## config.mk

```make
export PLATFORM = sky130hd
export DESIGN_NAME = tilt_angle_kalman_filter
export DESIGN_NICKNAME = d
export VERILOG_FILES = /design/src/hw/rtl/takf_pkg.sv /design/src/hw/rtl/takf_alu.sv /design/src/hw/rtl/takf_seq.sv /design/src/hw/rtl/tilt_angle_kalman_filter.sv
export SDC_FILE = /design/constraint.sdc
export NUM_CORES = 2
export LEC_CHECK = 0
export BUFFER_PORTS_ARGS = -buffer_cell sky130_fd_sc_hd__buf_2
export CAP_MARGIN = 20
export CORE_ASPECT_RATIO = 1.1
export CORE_MARGIN = 3
export CORE_UTILIZATION = 55
export DETAILED_ROUTE_END_ITERATION = 8
export GPL_TIMING_DRIVEN = 0
export PLACE_DENSITY_LB_ADDON = 0.05
export SLEW_MARGIN = 25
export SYNTH_ARGS = -nofsm -noshare
export SYNTH_HDL_FRONTEND = slang
export SYNTH_SLANG_ARGS = --single-unit
```

## constraint.sdc

```tcl
create_clock -name i_clk -period 22 [get_ports i_clk]
set_input_delay 0 -clock i_clk [delete_from_list [all_inputs] [get_ports i_clk]]
set_output_delay 0 -clock i_clk [all_outputs]
set_load 0.01 [all_outputs]
```

## src/hw/rtl/takf_pkg.sv

```systemverilog
// Shared types, register codes and micro-program of the tilt angle Kalman filter.
package takf_pkg;

    typedef enum logic [1:0] {
        OP_ADD,
        OP_SUB,
        OP_MUL,
        OP_DIV
    } t_op;

    typedef struct packed {
        logic start;
        t_op  op;
    } t_alu_req;

    typedef logic [4:0] t_reg;

    localparam t_reg R_STEP   = 5'd0;
    localparam t_reg R_ANOISE = 5'd1;
    localparam t_reg R_BNOISE = 5'd2;
    localparam t_reg R_MNOISE = 5'd3;
    localparam t_reg R_OGAIN  = 5'd4;
    localparam t_reg R_ACCEL  = 5'd5;
    localparam t_reg R_GYRO   = 5'd6;
    localparam t_reg R_ZERO   = 5'd7;
    localparam t_reg R_ANG    = 5'd8;
    localparam t_reg R_BIAS   = 5'd9;
    localparam t_reg R_P00    = 5'd10;
    localparam t_reg R_P01    = 5'd11;
    localparam t_reg R_P10    = 5'd12;
    localparam t_reg R_P11    = 5'd13;
    localparam t_reg R_RATE   = 5'd14;
    localparam t_reg T_X      = 5'd16;
    localparam t_reg T_Y      = 5'd17;
    localparam t_reg T_Z      = 5'd18;
    localparam t_reg T_ERR    = 5'd19;
    localparam t_reg T_PCT0   = 5'd20;
    localparam t_reg T_PCT1   = 5'd21;
    localparam t_reg T_E      = 5'd22;
    localparam t_reg T_K0     = 5'd23;
    localparam t_reg T_K1     = 5'd24;
    localparam t_reg T_T1     = 5'd25;

    localparam int TMP_DEPTH = 10;

    localparam logic [2:0] CFG_STEP   = 3'd0;
    localparam logic [2:0] CFG_ANOISE = 3'd1;
    localparam logic [2:0] CFG_BNOISE = 3'd2;
    localparam logic [2:0] CFG_MNOISE = 3'd3;
    localparam logic [2:0] CFG_OGAIN  = 3'd4;

    typedef struct packed {
        t_op  op;
        t_reg dst;
        t_reg sa;
        t_reg sb;
    } t_uop;

    typedef logic [5:0] t_pc;
    localparam t_pc LAST_PC = 6'd33;

    function automatic t_uop uop(input t_pc pc);
        t_uop u;
        case (pc)
            6'd0:  u = '{OP_SUB, T_X,    R_GYRO,   R_BIAS};
            6'd1:  u = '{OP_MUL, T_X,    T_X,      R_STEP};
            6'd2:  u = '{OP_ADD, R_ANG,  R_ANG,    T_X};
            6'd3:  u = '{OP_SUB, T_Y,    R_ANOISE, R_P01};
            6'd4:  u = '{OP_SUB, T_Y,    T_Y,      R_P10};
            6'd5:  u = '{OP_SUB, T_Z,    R_ZERO,   R_P11};
            6'd6:  u = '{OP_MUL, T_Y,    T_Y,      R_STEP};
            6'd7:  u = '{OP_ADD, R_P00,  R_P00,    T_Y};
            6'd8:  u = '{OP_MUL, T_Z,    T_Z,      R_STEP};
            6'd9:  u = '{OP_ADD, R_P01,  R_P01,    T_Z};
            6'd10: u = '{OP_ADD, R_P10,  R_P10,    T_Z};
            6'd11: u = '{OP_MUL, T_Y,    R_BNOISE, R_STEP};
            6'd12: u = '{OP_ADD, R_P11,  R_P11,    T_Y};
            6'd13: u = '{OP_SUB, T_ERR,  R_ACCEL,  R_ANG};
            6'd14: u = '{OP_MUL, T_PCT0, R_OGAIN,  R_P00};
            6'd15: u = '{OP_MUL, T_PCT1, R_OGAIN,  R_P10};
            6'd16: u = '{OP_MUL, T_X,    R_OGAIN,  T_PCT0};
            6'd17: u = '{OP_ADD, T_E,    R_MNOISE, T_X};
            6'd18: u = '{OP_DIV, T_K0,   T_PCT0,   T_E};
            6'd19: u = '{OP_DIV, T_K1,   T_PCT1,   T_E};
            6'd20: u = '{OP_MUL, T_T1,   R_OGAIN,  R_P01};
            6'd21: u = '{OP_MUL, T_X,    T_K0,     T_PCT0};
            6'd22: u = '{OP_SUB, R_P00,  R_P00,    T_X};
            6'd23: u = '{OP_MUL, T_X,    T_K0,     T_T1};
            6'd24: u = '{OP_SUB, R_P01,  R_P01,    T_X};
            6'd25: u = '{OP_MUL, T_X,    T_K1,     T_PCT0};
            6'd26: u = '{OP_SUB, R_P10,  R_P10,    T_X};
            6'd27: u = '{OP_MUL, T_X,    T_K1,     T_T1};
            6'd28: u = '{OP_SUB, R_P11,  R_P11,    T_X};
            6'd29: u = '{OP_MUL, T_X,    T_K0,     T_ERR};
            6'd30: u = '{OP_ADD, R_ANG,  R_ANG,    T_X};
            6'd31: u = '{OP_MUL, T_X,    T_K1,     T_ERR};
            6'd32: u = '{OP_ADD, R_BIAS, R_BIAS,   T_X};
            6'd33: u = '{OP_SUB, R_RATE, R_GYRO,   R_BIAS};
            default: u = '{OP_ADD, T_X,  R_ZERO,   R_ZERO};
        endcase
        return u;
    endfunction

endpackage

```

## src/hw/rtl/takf_alu.sv

```systemverilog
// Shared saturating add, subtract, multiply and divide unit.
module takf_alu #(
    parameter int W = 32,
    parameter int F = 20
) (
    input  logic                  i_clk,
    input  logic                  i_rst_n,
    input  takf_pkg::t_alu_req    i_req,
    input  logic signed [W-1:0]   i_a,
    input  logic signed [W-1:0]   i_b,
    output logic                  o_done,
    output logic signed [W-1:0]   o_res
);
    import takf_pkg::*;

    localparam int HB = (W + 1) / 2;
    localparam int NW = W + F;
    localparam int AW = (2 * W > NW) ? 2 * W : NW;
    localparam int CW = $clog2(NW + 1);

    typedef enum logic [6:0] {
        S_IDLE = 7'b0000001,
        S_MLO  = 7'b0000010,
        S_MHI  = 7'b0000100,
        S_DIV  = 7'b0001000,
        S_RND  = 7'b0010000,
        S_FIN  = 7'b0100000,
        S_ADD  = 7'b1000000
    } t_state;

    t_state                r_state;
    logic [W-1:0]          r_ua;
    logic [W-1:0]          r_ub;
    logic                  r_neg;
    logic                  r_isdiv;
    logic [AW-1:0]         r_acc;
    logic [NW-1:0]         r_num;
    logic [W-1:0]          r_rem;
    logic [CW-1:0]         r_cnt;
    logic signed [W-1:0]   r_res;

    logic [W-1:0]          ua;
    logic [W-1:0]          ub;
    logic signed [W:0]     sum;
    logic signed [W-1:0]   sum_sat;
    logic [W+HB-1:0]       p_lo;
    logic [2*W-HB-1:0]     p_hi;
    logic [W:0]            trial;
    logic                  ge;
    logic [W:0]            diff;
    logic [AW:0]           mag;
    logic [AW:0]           lim;
    logic [AW:0]           mag_c;

    always_comb begin
        ua = i_a[W-1] ? W'(-i_a) : W'(i_a);
        ub = i_b[W-1] ? W'(-i_b) : W'(i_b);
        if (i_req.op == OP_SUB) begin
            sum = {i_a[W-1], i_a} - {i_b[W-1], i_b};
        end else begin
            sum = {i_a[W-1], i_a} + {i_b[W-1], i_b};
        end
        if (sum[W] != sum[W-1]) begin
            sum_sat = sum[W] ? {1'b1, {(W-1){1'b0}}} : {1'b0, {(W-1){1'b1}}};
        end else begin
            sum_sat = sum[W-1:0];
        end
        p_lo  = r_ua * r_ub[HB-1:0];
        p_hi  = r_ua * r_ub[W-1:HB];
        trial = {r_rem, r_num[NW-1]};
        ge    = trial >= {1'b0, r_ub};
        diff  = trial - {1'b0, r_ub};
        if (r_isdiv) begin
            mag = {1'b0, r_acc};
        end else begin
            mag = ({1'b0, r_acc} + ((AW+1)'(1) << (F - 1))) >> F;
        end
        lim   = ((AW+1)'(1) << (W - 1)) - (AW+1)'(!r_neg);
        mag_c = (mag > lim) ? lim : mag;
    end

    always_ff @(posedge i_clk) begin
        if (!i_rst_n) begin
            r_state <= S_IDLE;
        end else begin
            unique case (r_state)
                S_IDLE: begin
                    if (i_req.start) begin
                        unique case (i_req.op)
                            OP_ADD, OP_SUB: r_state <= S_ADD;
                            OP_MUL: r_state <= S_MLO;
                            OP_DIV: r_state <= (ub == '0) ? S_ADD : S_DIV;
                            default: r_state <= S_ADD;
                        endcase
                    end
                end
                S_ADD: r_state <= S_FIN;
                S_MLO: r_state <= S_MHI;
                S_MHI: r_state <= S_RND;
                S_DIV: begin
                    if (r_cnt == CW'(1)) begin
                        r_state <= S_RND;
                    end
                end
                S_RND: r_state <= S_FIN;
                S_FIN: r_state <= S_IDLE;
                default: r_state <= S_IDLE;
            endcase
        end
    end

    always_ff @(posedge i_clk) begin
        unique case (r_state)
            S_IDLE: begin
                r_ua    <= ua;
                r_ub    <= ub;
                r_neg   <= i_a[W-1] ^ i_b[W-1];
                r_isdiv <= (i_req.op == OP_DIV);
                r_num   <= {ua, {F{1'b0}}};
                r_rem   <= '0;
                r_cnt   <= CW'(NW);
                r_acc   <= '0;
                r_res   <= (i_req.op == OP_DIV) ? '0 : sum_sat;
            end
            S_MLO: r_acc <= AW'(p_lo);
            S_MHI: r_acc <= r_acc + (AW'(p_hi) << HB);
            S_DIV: begin
                r_rem <= ge ? diff[W-1:0] : trial[W-1:0];
                r_num <= {r_num[NW-2:0], ge};
                r_acc <= AW'({r_num[NW-2:0], ge});
                r_cnt <= r_cnt - CW'(1);
            end
            S_RND: r_res <= r_neg ? -$signed(mag_c[W-1:0]) : $signed(mag_c[W-1:0]);
            default: begin
            end
        endcase
    end

    assign o_done = (r_state == S_FIN);
    assign o_res  = r_res;

endmodule

```

## src/hw/rtl/takf_seq.sv

```systemverilog
// Micro-program sequencer with filter state and scratch registers.
module takf_seq #(
    parameter int W = 32,
    parameter int F = 20
) (
    input  logic                  i_clk,
    input  logic                  i_rst_n,
    input  logic                  i_start,
    input  logic signed [W-1:0]   i_accel,
    input  logic signed [W-1:0]   i_gyro,
    input  logic signed [W-1:0]   i_step,
    input  logic signed [W-1:0]   i_anoise,
    input  logic signed [W-1:0]   i_bnoise,
    input  logic signed [W-1:0]   i_mnoise,
    input  logic signed [W-1:0]   i_ogain,
    input  logic                  i_out_free,
    output logic                  o_busy,
    output logic                  o_done,
    output logic signed [W-1:0]   o_angle,
    output logic signed [W-1:0]   o_rate,
    output logic signed [W-1:0]   o_bias
);
    import takf_pkg::*;

    localparam logic signed [W-1:0] ONE =
        (F < W - 1) ? (W'(1) << F) : {1'b0, {(W-1){1'b1}}};

    typedef enum logic [4:0] {
        S_IDLE  = 5'b00001,
        S_READ  = 5'b00010,
        S_ISSUE = 5'b00100,
        S_WAIT  = 5'b01000,
        S_DONE  = 5'b10000
    } t_state;

    t_state              r_state;
    t_pc                 r_pc;
    logic signed [W-1:0] r_accel;
    logic signed [W-1:0] r_gyro;
    logic signed [W-1:0] r_ang;
    logic signed [W-1:0] r_bias;
    logic signed [W-1:0] r_p00;
    logic signed [W-1:0] r_p01;
    logic signed [W-1:0] r_p10;
    logic signed [W-1:0] r_p11;
    logic signed [W-1:0] r_rate;
    logic signed [W-1:0] r_tmp [TMP_DEPTH];
    logic signed [W-1:0] r_opa;
    logic signed [W-1:0] r_opb;

    t_uop                u;
    t_alu_req            alu_req;
    logic                alu_done;
    logic signed [W-1:0] alu_res;

    function automatic logic signed [W-1:0] fixed_rd(input t_reg code);
        logic signed [W-1:0] v;
        unique case (code)
            R_STEP:   v = i_step;
            R_ANOISE: v = i_anoise;
            R_BNOISE: v = i_bnoise;
            R_MNOISE: v = i_mnoise;
            R_OGAIN:  v = i_ogain;
            R_ACCEL:  v = r_accel;
            R_GYRO:   v = r_gyro;
            R_ANG:    v = r_ang;
            R_BIAS:   v = r_bias;
            R_P00:    v = r_p00;
            R_P01:    v = r_p01;
            R_P10:    v = r_p10;
            R_P11:    v = r_p11;
            R_RATE:   v = r_rate;
            default:  v = '0;
        endcase
        return v;
    endfunction

    assign u = uop(r_pc);

    always_comb begin
        alu_req.start = (r_state == S_ISSUE);
        alu_req.op    = u.op;
    end

    takf_alu #(.W(W), .F(F)) u_alu (
        .i_clk   (i_clk),
        .i_rst_n (i_rst_n),
        .i_req   (alu_req),
        .i_a     (r_opa),
        .i_b     (r_opb),
        .o_done  (alu_done),
        .o_res   (alu_res)
    );

    always_ff @(posedge i_clk) begin
        if (!i_rst_n) begin
            r_state <= S_IDLE;
            r_pc    <= '0;
        end else begin
            unique case (r_state)
                S_IDLE: begin
                    if (i_start) begin
                        r_pc    <= '0;
                        r_state <= S_READ;
                    end
                end
                S_READ:  r_state <= S_ISSUE;
                S_ISSUE: r_state <= S_WAIT;
                S_WAIT: begin
                    if (alu_done) begin
                        if (r_pc == LAST_PC) begin
                            r_state <= S_DONE;
                        end else begin
                            r_pc    <= r_pc + t_pc'(1);
                            r_state <= S_READ;
                        end
                    end
                end
                S_DONE: begin
                    if (i_out_free) begin
                        r_state <= S_IDLE;
                    end
                end
                default: r_state <= S_IDLE;
            endcase
        end
    end

    always_ff @(posedge i_clk) begin
        if (!i_rst_n) begin
            r_ang  <= '0;
            r_bias <= '0;
            r_p00  <= ONE;
            r_p01  <= '0;
            r_p10  <= '0;
            r_p11  <= ONE;
        end else if (r_state == S_WAIT && alu_done && !u.dst[4]) begin
            case (u.dst)
                R_ANG:   r_ang  <= alu_res;
                R_BIAS:  r_bias <= alu_res;
                R_P00:   r_p00  <= alu_res;
                R_P01:   r_p01  <= alu_res;
                R_P10:   r_p10  <= alu_res;
                R_P11:   r_p11  <= alu_res;
                default: begin
                end
            endcase
        end
    end

    always_ff @(posedge i_clk) begin
        if (r_state == S_IDLE && i_start) begin
            r_accel <= i_accel;
            r_gyro  <= i_gyro;
        end
        if (r_state == S_WAIT && alu_done) begin
            if (u.dst[4]) begin
                r_tmp[u.dst[3:0]] <= alu_res;
            end else if (u.dst == R_RATE) begin
                r_rate <= alu_res;
            end
        end
        if (r_state == S_READ) begin
            r_opa <= u.sa[4] ? r_tmp[u.sa[3:0]] : fixed_rd(u.sa);
            r_opb <= u.sb[4] ? r_tmp[u.sb[3:0]] : fixed_rd(u.sb);
        end
    end

    assign o_busy  = (r_state != S_IDLE);
    assign o_done  = (r_state == S_DONE) && i_out_free;
    assign o_angle = r_ang;
    assign o_rate  = r_rate;
    assign o_bias  = r_bias;

endmodule

```

## src/hw/rtl/tilt_angle_kalman_filter.sv

```systemverilog
// Top level of the tilt angle Kalman filter: handshakes, registers, result slot.
//
//   channel  direction  handshake                 payload
//   in       sink       i_in_valid / o_in_stall   i_accel_angle, i_gyro_rate
//   out      source     o_out_valid / i_out_stall o_angle_estimate, o_rate_estimate,
//                                                 o_bias_estimate
//   cfg      sink       i_cfg_we                  i_cfg_index, i_cfg_data
//
// One item runs 34 micro-ops on one shared unit: 18 add/sub, 14 multiplies and 2
// bit-serial divides. The result is then handed to the output slot, and a new item is
// taken only once the sequencer is back in idle.
// Synchronous active-low reset restores the filter state and register defaults.
// A finished result waits in the output slot while the next item is taken; the
// sequencer holds at its end only while that slot is still full.
module tilt_angle_kalman_filter #(
    parameter int DATA_WIDTH = 32,
    parameter int FRAC_BITS  = 20
) (
    input  logic                         i_clk,
    input  logic                         i_rst_n,
    input  logic                         i_in_valid,
    output logic                         o_in_stall,
    input  logic signed [DATA_WIDTH-1:0] i_accel_angle,
    input  logic signed [DATA_WIDTH-1:0] i_gyro_rate,
    output logic                         o_out_valid,
    input  logic                         i_out_stall,
    output logic signed [DATA_WIDTH-1:0] o_angle_estimate,
    output logic signed [DATA_WIDTH-1:0] o_rate_estimate,
    output logic signed [DATA_WIDTH-1:0] o_bias_estimate,
    input  logic                         i_cfg_we,
    input  logic [2:0]                   i_cfg_index,
    input  logic [31:0]                  i_cfg_data
);
    import takf_pkg::*;

    localparam int W  = DATA_WIDTH;
    localparam int EW = (W > 33) ? W : 33;

    localparam logic signed [EW-1:0] VMAX = EW'({1'b0, {(W-1){1'b1}}});
    localparam logic signed [EW-1:0] VMIN = -VMAX - EW'(1);

    logic signed [W-1:0] r_step;
    logic signed [W-1:0] r_anoise;
    logic signed [W-1:0] r_bnoise;
    logic signed [W-1:0] r_mnoise;
    logic signed [W-1:0] r_ogain;
    logic                r_out_valid;
    logic signed [W-1:0] r_out_angle;
    logic signed [W-1:0] r_out_rate;
    logic signed [W-1:0] r_out_bias;

    logic signed [32:0]  cfg_raw;
    logic signed [EW-1:0] cfg_ext;
    logic signed [W-1:0] cfg_sat;
    logic                busy;
    logic                seq_done;
    logic                accept;
    logic signed [W-1:0] seq_angle;
    logic signed [W-1:0] seq_rate;
    logic signed [W-1:0] seq_bias;

    always_comb begin
        unique case (i_cfg_index)
            CFG_STEP, CFG_ANOISE, CFG_BNOISE: cfg_raw = {12'b0, i_cfg_data[20:0]};
            CFG_MNOISE: cfg_raw = {2'b0, i_cfg_data[30:0]};
            CFG_OGAIN:  cfg_raw = {i_cfg_data[31], i_cfg_data};
            default:    cfg_raw = '0;
        endcase
        cfg_ext = EW'(cfg_raw);
        if (cfg_ext > VMAX) begin
            cfg_sat = VMAX[W-1:0];
        end else if (cfg_ext < VMIN) begin
            cfg_sat = VMIN[W-1:0];
        end else begin
            cfg_sat = cfg_ext[W-1:0];
        end
    end

    always_ff @(posedge i_clk) begin
        if (!i_rst_n) begin
            r_step   <= W'(5243);
            r_anoise <= W'(1049);
            r_bnoise <= W'(3146);
            r_mnoise <= W'(524288);
            r_ogain  <= W'(1048576);
        end else if (i_cfg_we) begin
            case (i_cfg_index)
                CFG_STEP:   r_step   <= cfg_sat;
                CFG_ANOISE: r_anoise <= cfg_sat;
                CFG_BNOISE: r_bnoise <= cfg_sat;
                CFG_MNOISE: r_mnoise <= cfg_sat;
                CFG_OGAIN:  r_ogain  <= cfg_sat;
                default: begin
                end
            endcase
        end
    end

    assign o_in_stall = busy;
    assign accept     = i_in_valid && !busy;

    takf_seq #(.W(W), .F(FRAC_BITS)) u_seq (
        .i_clk      (i_clk),
        .i_rst_n    (i_rst_n),
        .i_start    (accept),
        .i_accel    (i_accel_angle),
        .i_gyro     (i_gyro_rate),
        .i_step     (r_step),
        .i_anoise   (r_anoise),
        .i_bnoise   (r_bnoise),
        .i_mnoise   (r_mnoise),
        .i_ogain    (r_ogain),
        .i_out_free (!r_out_valid),
        .o_busy     (busy),
        .o_done     (seq_done),
        .o_angle    (seq_angle),
        .o_rate     (seq_rate),
        .o_bias     (seq_bias)
    );

    always_ff @(posedge i_clk) begin
        if (!i_rst_n) begin
            r_out_valid <= 1'b0;
        end else if (seq_done) begin
            r_out_valid <= 1'b1;
        end else if (!i_out_stall) begin
            r_out_valid <= 1'b0;
        end
    end

    always_ff @(posedge i_clk) begin
        if (seq_done) begin
            r_out_angle <= seq_angle;
            r_out_rate  <= seq_rate;
            r_out_bias  <= seq_bias;
        end
    end

    assign o_out_valid      = r_out_valid;
    assign o_angle_estimate = r_out_angle;
    assign o_rate_estimate  = r_out_rate;
    assign o_bias_estimate  = r_out_bias;

endmodule

```

### Word-level counts from Yosys, hierarchy flattened

Memories as Yosys holds them, arrays and structs flattened. A register that Yosys moved wholly into a read port is not among the register bits.
Index checks and enable logic that the tools add are counted.

* bits in read-only memories: 1088
* memory bits (writable): 320
* flip-flop bits (word level): 879
* word-level logic and storage cells: 195
* memories kept: 2
* output and inout bits: 98
* bits of input ports: 104

Memories
* (no name shown): words 64, width 17, read ports 1, clocked after memory_dff 1, write ports 0, line takf_pkg.sv:64 `case (pc)`
* u_seq.r_tmp: words 10, width 32, read ports 2, clocked after memory_dff 0, write ports 1, line takf_seq.sv:47 `logic signed [W-1:0] r_tmp [TMP_DEPTH];`

* multiplexer cells: 43
* add/sub/neg operators: 11
* reductions and logical operators: 36
* bitwise gates (word level): 2
* multipliers: 2
* magnitude comparators: 4
* equality and inequality tests: 63

Operator list (number)
* $pmux 32 s14: 2
* $mux 32: 12
* $pmux 64 s4: 1
* $pmux 32 s2: 2
* $eq 5x4->1 const B: 22
* $pmux 52 s2: 1
* $pmux 33 s3: 1
* $mul 32x16->48: 2
* $neg 32->32: 3
* $add 64x20->65 const B: 1
* $gt 64x65->1: 1
* $add 64x64->64: 1
* $mux 64: 1
* $eq 5x3->1 const B: 7
* $pmux 7 s5: 1
* $add 32x32->33: 1
* $ge 33x32->1: 1
* $gt 33x32->1 const B: 1
* $lt 33x32->1 const B: 1
* $mux 33: 1
* $sub 32x1->33 const A: 1
* $sub 32x32->33: 1
* $logic_not 32->1: 1
* $sub 32x32->32: 1
* other kinds (44): 94

### Depth between registers and ports, before layout

* depth in word-level cells: 7
* mapped depth: 38
* gate-level depth less buffers: 37

### Hierarchy

A second synthesis with hierarchy kept.

* cells, all modules: 9580
* area, all modules: 95008.6 um^2

Modules (own cells, without submodules)
* takf_alu: area each 53182.3 um^2, cells an instance 6096, sequential area each 7707.4 um^2, times used 1
* takf_seq: area each 33258.1 um^2, cells an instance 2846, sequential area each 18818.0 um^2, times used 1
* tilt_angle_kalman_filter: area each 8568.2 um^2, cells an instance 638, sequential area each 6105.9 um^2, times used 1

### Worst setup path after synthesis

OpenSTA, ideal clock, no wires.

* path type: reg2reg
* start: register u_seq.r_state[1]
* end: register r_out_angle[0], in the netlist o_angle_estimate[0] (enable)
* setup time: 0.824 ns
* data required time: 21.176 ns
* period minus slack after synthesis: 11.430 ns
* cell stages (with the launch flop): 3
* slack: 10.570 ns
* arrival: 10.606 ns
* path buffers: 0
* cells stage by stage: dfxtp_1 > or3_1 > nor4b_1

* cells in the longest elaborated chain, start to end: 2

RTL lines
* from (decl): line takf_seq.sv:36 `t_state r_state;`
* from (signal assigned): line takf_seq.sv:97 `r_state <= S_IDLE;`
* from (signal assigned): line takf_seq.sv:104 `r_state <= S_READ;`
* from (signal assigned): line takf_seq.sv:107 `S_READ: r_state <= S_ISSUE;`
* $eq 5x5->1: line takf_seq.sv:170 `assign o_done = (r_state == S_DONE) && i_out_free;`
* $logic_and 1x1->1: line takf_seq.sv:170
* net seq_done: line tilt_angle_kalman_filter.sv:56 `logic seq_done;`
* to (signal assigned): line tilt_angle_kalman_filter.sv:133 `r_out_angle <= seq_angle;`
* to (decl): line tilt_angle_kalman_filter.sv:48 `logic signed [W-1:0] r_out_angle;`

The timed path passes the listed nets, and every way through them passes these cells.
A chain may end at the register's enable or synchronous reset.

### Worst setup path in the final report

* start: register u_seq.u_alu.r_ub[25]
* end: register u_seq.u_alu.r_acc[63], data pin

* cells in the longest elaborated chain, start to end: 3

RTL lines
* from (decl): line takf_alu.sv:33 `logic [W-1:0] r_ub;`
* from (signal assigned): line takf_alu.sv:116 `r_ub <= ub;`
* $mul 32x16->48: line takf_alu.sv:69 `p_hi = r_ua * r_ub[W-1:HB];`
* $add 64x64->64: line takf_alu.sv:126 `S_MHI: r_acc <= r_acc + (AW'(p_hi) << HB);`
* $pmux 64 s4: line takf_alu.sv:113 `unique case (r_state)`
* to (signal assigned): line takf_alu.sv:125 `S_MLO: r_acc <= AW'(p_lo);`
* to (signal assigned): line takf_alu.sv:126
* to (signal assigned): line takf_alu.sv:130 `r_acc <= AW'({r_num[NW-2:0], ge});`
* to (decl): line takf_alu.sv:36 `logic [AW-1:0] r_acc;`

Every way passes these cells.

==> reports/qor.txt <==
Crit Path Max Fanout: 10
Max Clk Rate: 90.1 MHz
gr busiest metal: met2
synth warn: 0
post-cts resize count: 0
Worst path most repeated cell: fa_1
WL per Instance: 36.1 µm
Net Count, Synth: 10.9k
clock sink count: 1,216
die area: 0.177 mm²
HP Start: i_cfg_data[21]
# fillers: 13.8k
worst path required time: 22,560 ps
critical path type: reg -> reg
TritonCTS Buffers: 121
total track usage: 0.506
GR Layer Usage met2: 0.781
Iter 0 DRT Violations: 12.4k
Pre-antenna DRT Iters: 9
#FFs+latches synth: 1,216
DRC Markers: 74
row count: 159
mapped cell area: 0.0947 mm²
total negative slack: 0 ps
Final Setup Violations: 0
sequential share of the synthesized area: 0.345
Area Overhead vs Synth: 11.9%
initial core utilization: 0.554
Place WS: 11,260 ps
vias per cell: 6.81
GRT met3 Usage: 0.142
total of max-cap violations: 0
Setup crit end kind: register
hold endpoint: r_mnoise[21]
CTS root buf: clkbuf_16
Setup crit start kind: register
area leader, netlist: edfxtp_1
Synth Area per Inst: 9.86 µm²
ys async rst share: 0
CP arrival: 11,650 ps
Final nets: 11.5k
dpl hpwl: 344 mm
max reg flops: 320
I/O Buffers: 199
final setup margin: 10,910 ps
IO Pins: 202
GP Congestion: 1.11
routed vias: 85.5k
crit share post-route: 0.504
largest net degree at the start of global routing: 58
first-pass GRT wire length: 629 mm
fin cells: 12.6k
die extent in x: 402 µm
Yosys top cell area share: 0.263
RSZ-0062 raised after global routing: false
r2r setup slk: 10,910 ps
slowest stage cell, crit path: clkbuf_1
worst min path class: in -> reg
dominant synthesized flop cell: edfxtp_1
max incr delay on CP: 860 ps
met1 GRT Util: 0.537
Tmin final: 11,090 ps
Core Region: 0.171 mm²
vias in the first global route: 85.0k
Area contributors post-synth: edfxtp_1, fa_1, dfxtp_1
cell depth of the worst hold path: 4
Worst-Margin Slew: 1330 ps
FF-to-FF Start: u_seq.u_alu.r_ub[25]
initial antenna violation count: 40
GRT overflow: 0
CTS tree: done
CTS clk-pin slew, worst paths: 70 ps
Detail Route Antenna Nets: 0
Post-synth EDFFs: 828
worst-skew pair later-pin latency: 860 ps
worst r2r dst: u_seq.u_alu.r_acc[63]
max_slew headroom: 0.112
Fin Clk Skew: 151 ps
final hold violations: 0
clk buf depth: 3
die span in y: 441 µm
WL final: 453 mm
placed cell count: 12.1k
# H-tree levels: 3
layout cells sized above 1: 0.0867
Final Slew Violations: 0
cell count after synthesis: 9,597
Synth cell types: 93
violated checks: DRC
outcome: complete, but fails checks
Reg2Reg Depth: 33
per-layer routing:
layer / part of all wire / routed length (µm)
met4: 0.14 / 62300
met2: 0.44 / 199000
met5: 0.00052 / 235
met3: 0.11 / 51600
met1: 0.31 / 140000
cells in the final DEF, fill, tap and decap left out, drive strengths merged, types with 122 or more instances in the layout:
cell type    instances
o21ai              306
a22o               128
nand4              122
mux4               128
fa                 839
a21boi             232
clkbuf             678
inv                996
xnor2              180
edfxtp             828
a22oi              216
buf                320
nor2               350
dlygate4sd3        175
a221oi             200
ha                 399
and2               428
a21oi              256
nand2             1771
dfxtp              388
cell type report:
cell class,instances,area [µm²],share of cell area
multi-input cells,6813,56400,0.532
flip-flops and latches,1216,32600,0.308
inverters,988,3720,0.0351
repair buffers,445,3650,0.0345
clock buffers,148,3230,0.0305
well taps,2254,2820,0.0266
plain buffers,580,2340,0.0221
clock inverters,84,1140,0.0108
diodes,25,62.6,0.000590
how the worst max path moves through the flow:
stage                         startpoint                     to  slack, ps  depth (start not counted)
floorplan               u_seq.r_state[1]    o_angle_estimate[0]      10570                          2
global placement        u_seq.r_state[1]     o_bias_estimate[0]       5980                          2
detailed placement  u_seq.u_alu.r_ub[25]  u_seq.u_alu.r_acc[63]      11260                         35
CTS                 u_seq.u_alu.r_ub[25]  u_seq.u_alu.r_acc[63]      11270                         35
global route        u_seq.u_alu.r_ub[25]  u_seq.u_alu.r_acc[63]      10830                         35
finish              u_seq.u_alu.r_ub[25]  u_seq.u_alu.r_acc[63]      10910                         33
logic make-up after synthesis:
group | count (synthesis) | share of synthesized area
compound gates | 1813 | 0.135
xor+xnor | 300 | 0.0278
fa+ha+maj | 1238 | 0.230
buf+inv | 1568 | 0.0625
flops | 1216 | 0.345
mux | 239 | 0.0431
simple gates | 3223 | 0.157
critical path: cells and delay by family (launching register included):
family	cells	cell delay [ps]
adders and majority gates	8	3950
DFF	1	440
AOI/OAI and AO/OA	11	3150
buffers and inverters	5	1770
and+or+nand+nor	7	1210
xor gates and xnor gates	2	370
synthesized netlist by cell type, types with 14 or more instances:
| master | number |
|---|---|
| nand2_1 | 1771 |
| inv_1 | 986 |
| fa_1 | 839 |
| edfxtp_1 | 828 |
| clkbuf_1 | 523 |
| and2_1 | 428 |
| ha_1 | 399 |
| dfxtp_1 | 388 |
| nor2_1 | 350 |
| o21ai_0 | 300 |
| a21oi_1 | 256 |
| a21boi_0 | 230 |
| a22oi_1 | 216 |
| a221oi_1 | 200 |
| xnor2_1 | 180 |
| a22o_1 | 128 |
| mux4_2 | 128 |
| nand4_1 | 122 |
| xor2_1 | 120 |
| a21o_1 | 112 |
| nand3_1 | 97 |
| nor3_1 | 90 |
| and3_1 | 75 |
| nand2b_1 | 72 |
| mux2_2 | 68 |
| o31ai_1 | 45 |
| mux2i_1 | 43 |
| buf_1 | 41 |
| a31oi_1 | 40 |
| o21bai_1 | 37 |
| nor4_1 | 35 |
| o211ai_1 | 34 |
| a211oi_1 | 32 |
| nor2b_1 | 32 |
| o21a_1 | 31 |
| or3_1 | 30 |
| or2_2 | 24 |
| o22ai_1 | 23 |
| or4_1 | 22 |
| a311oi_1 | 15 |
| and4_1 | 14 |
timing repair:
action	4_1_cts	5_1_grt
buffers inserted	0	0
setup endpoints to repair	0	0
hold buffers	175	0
hold endpoints to repair	209	0
through the flow:
step | utilization | hold slack (ps) | cell area [µm²]
6_report | 0.620 | 35.5 | 106000
5_1_grt | 0.620 | 44.6 | 106000
4_1_cts | 0.619 | 1.41 | 106000
3_5_place_dp | 0.583 | 178 | 99700
3_3_place_gp | 0.576 | 177 | 98500
2_1_floorplan | - | 98.9 | 94700
Power is not shown: default switching activity piles up to over one toggle a cycle in this logic, so the estimate is an artifact.
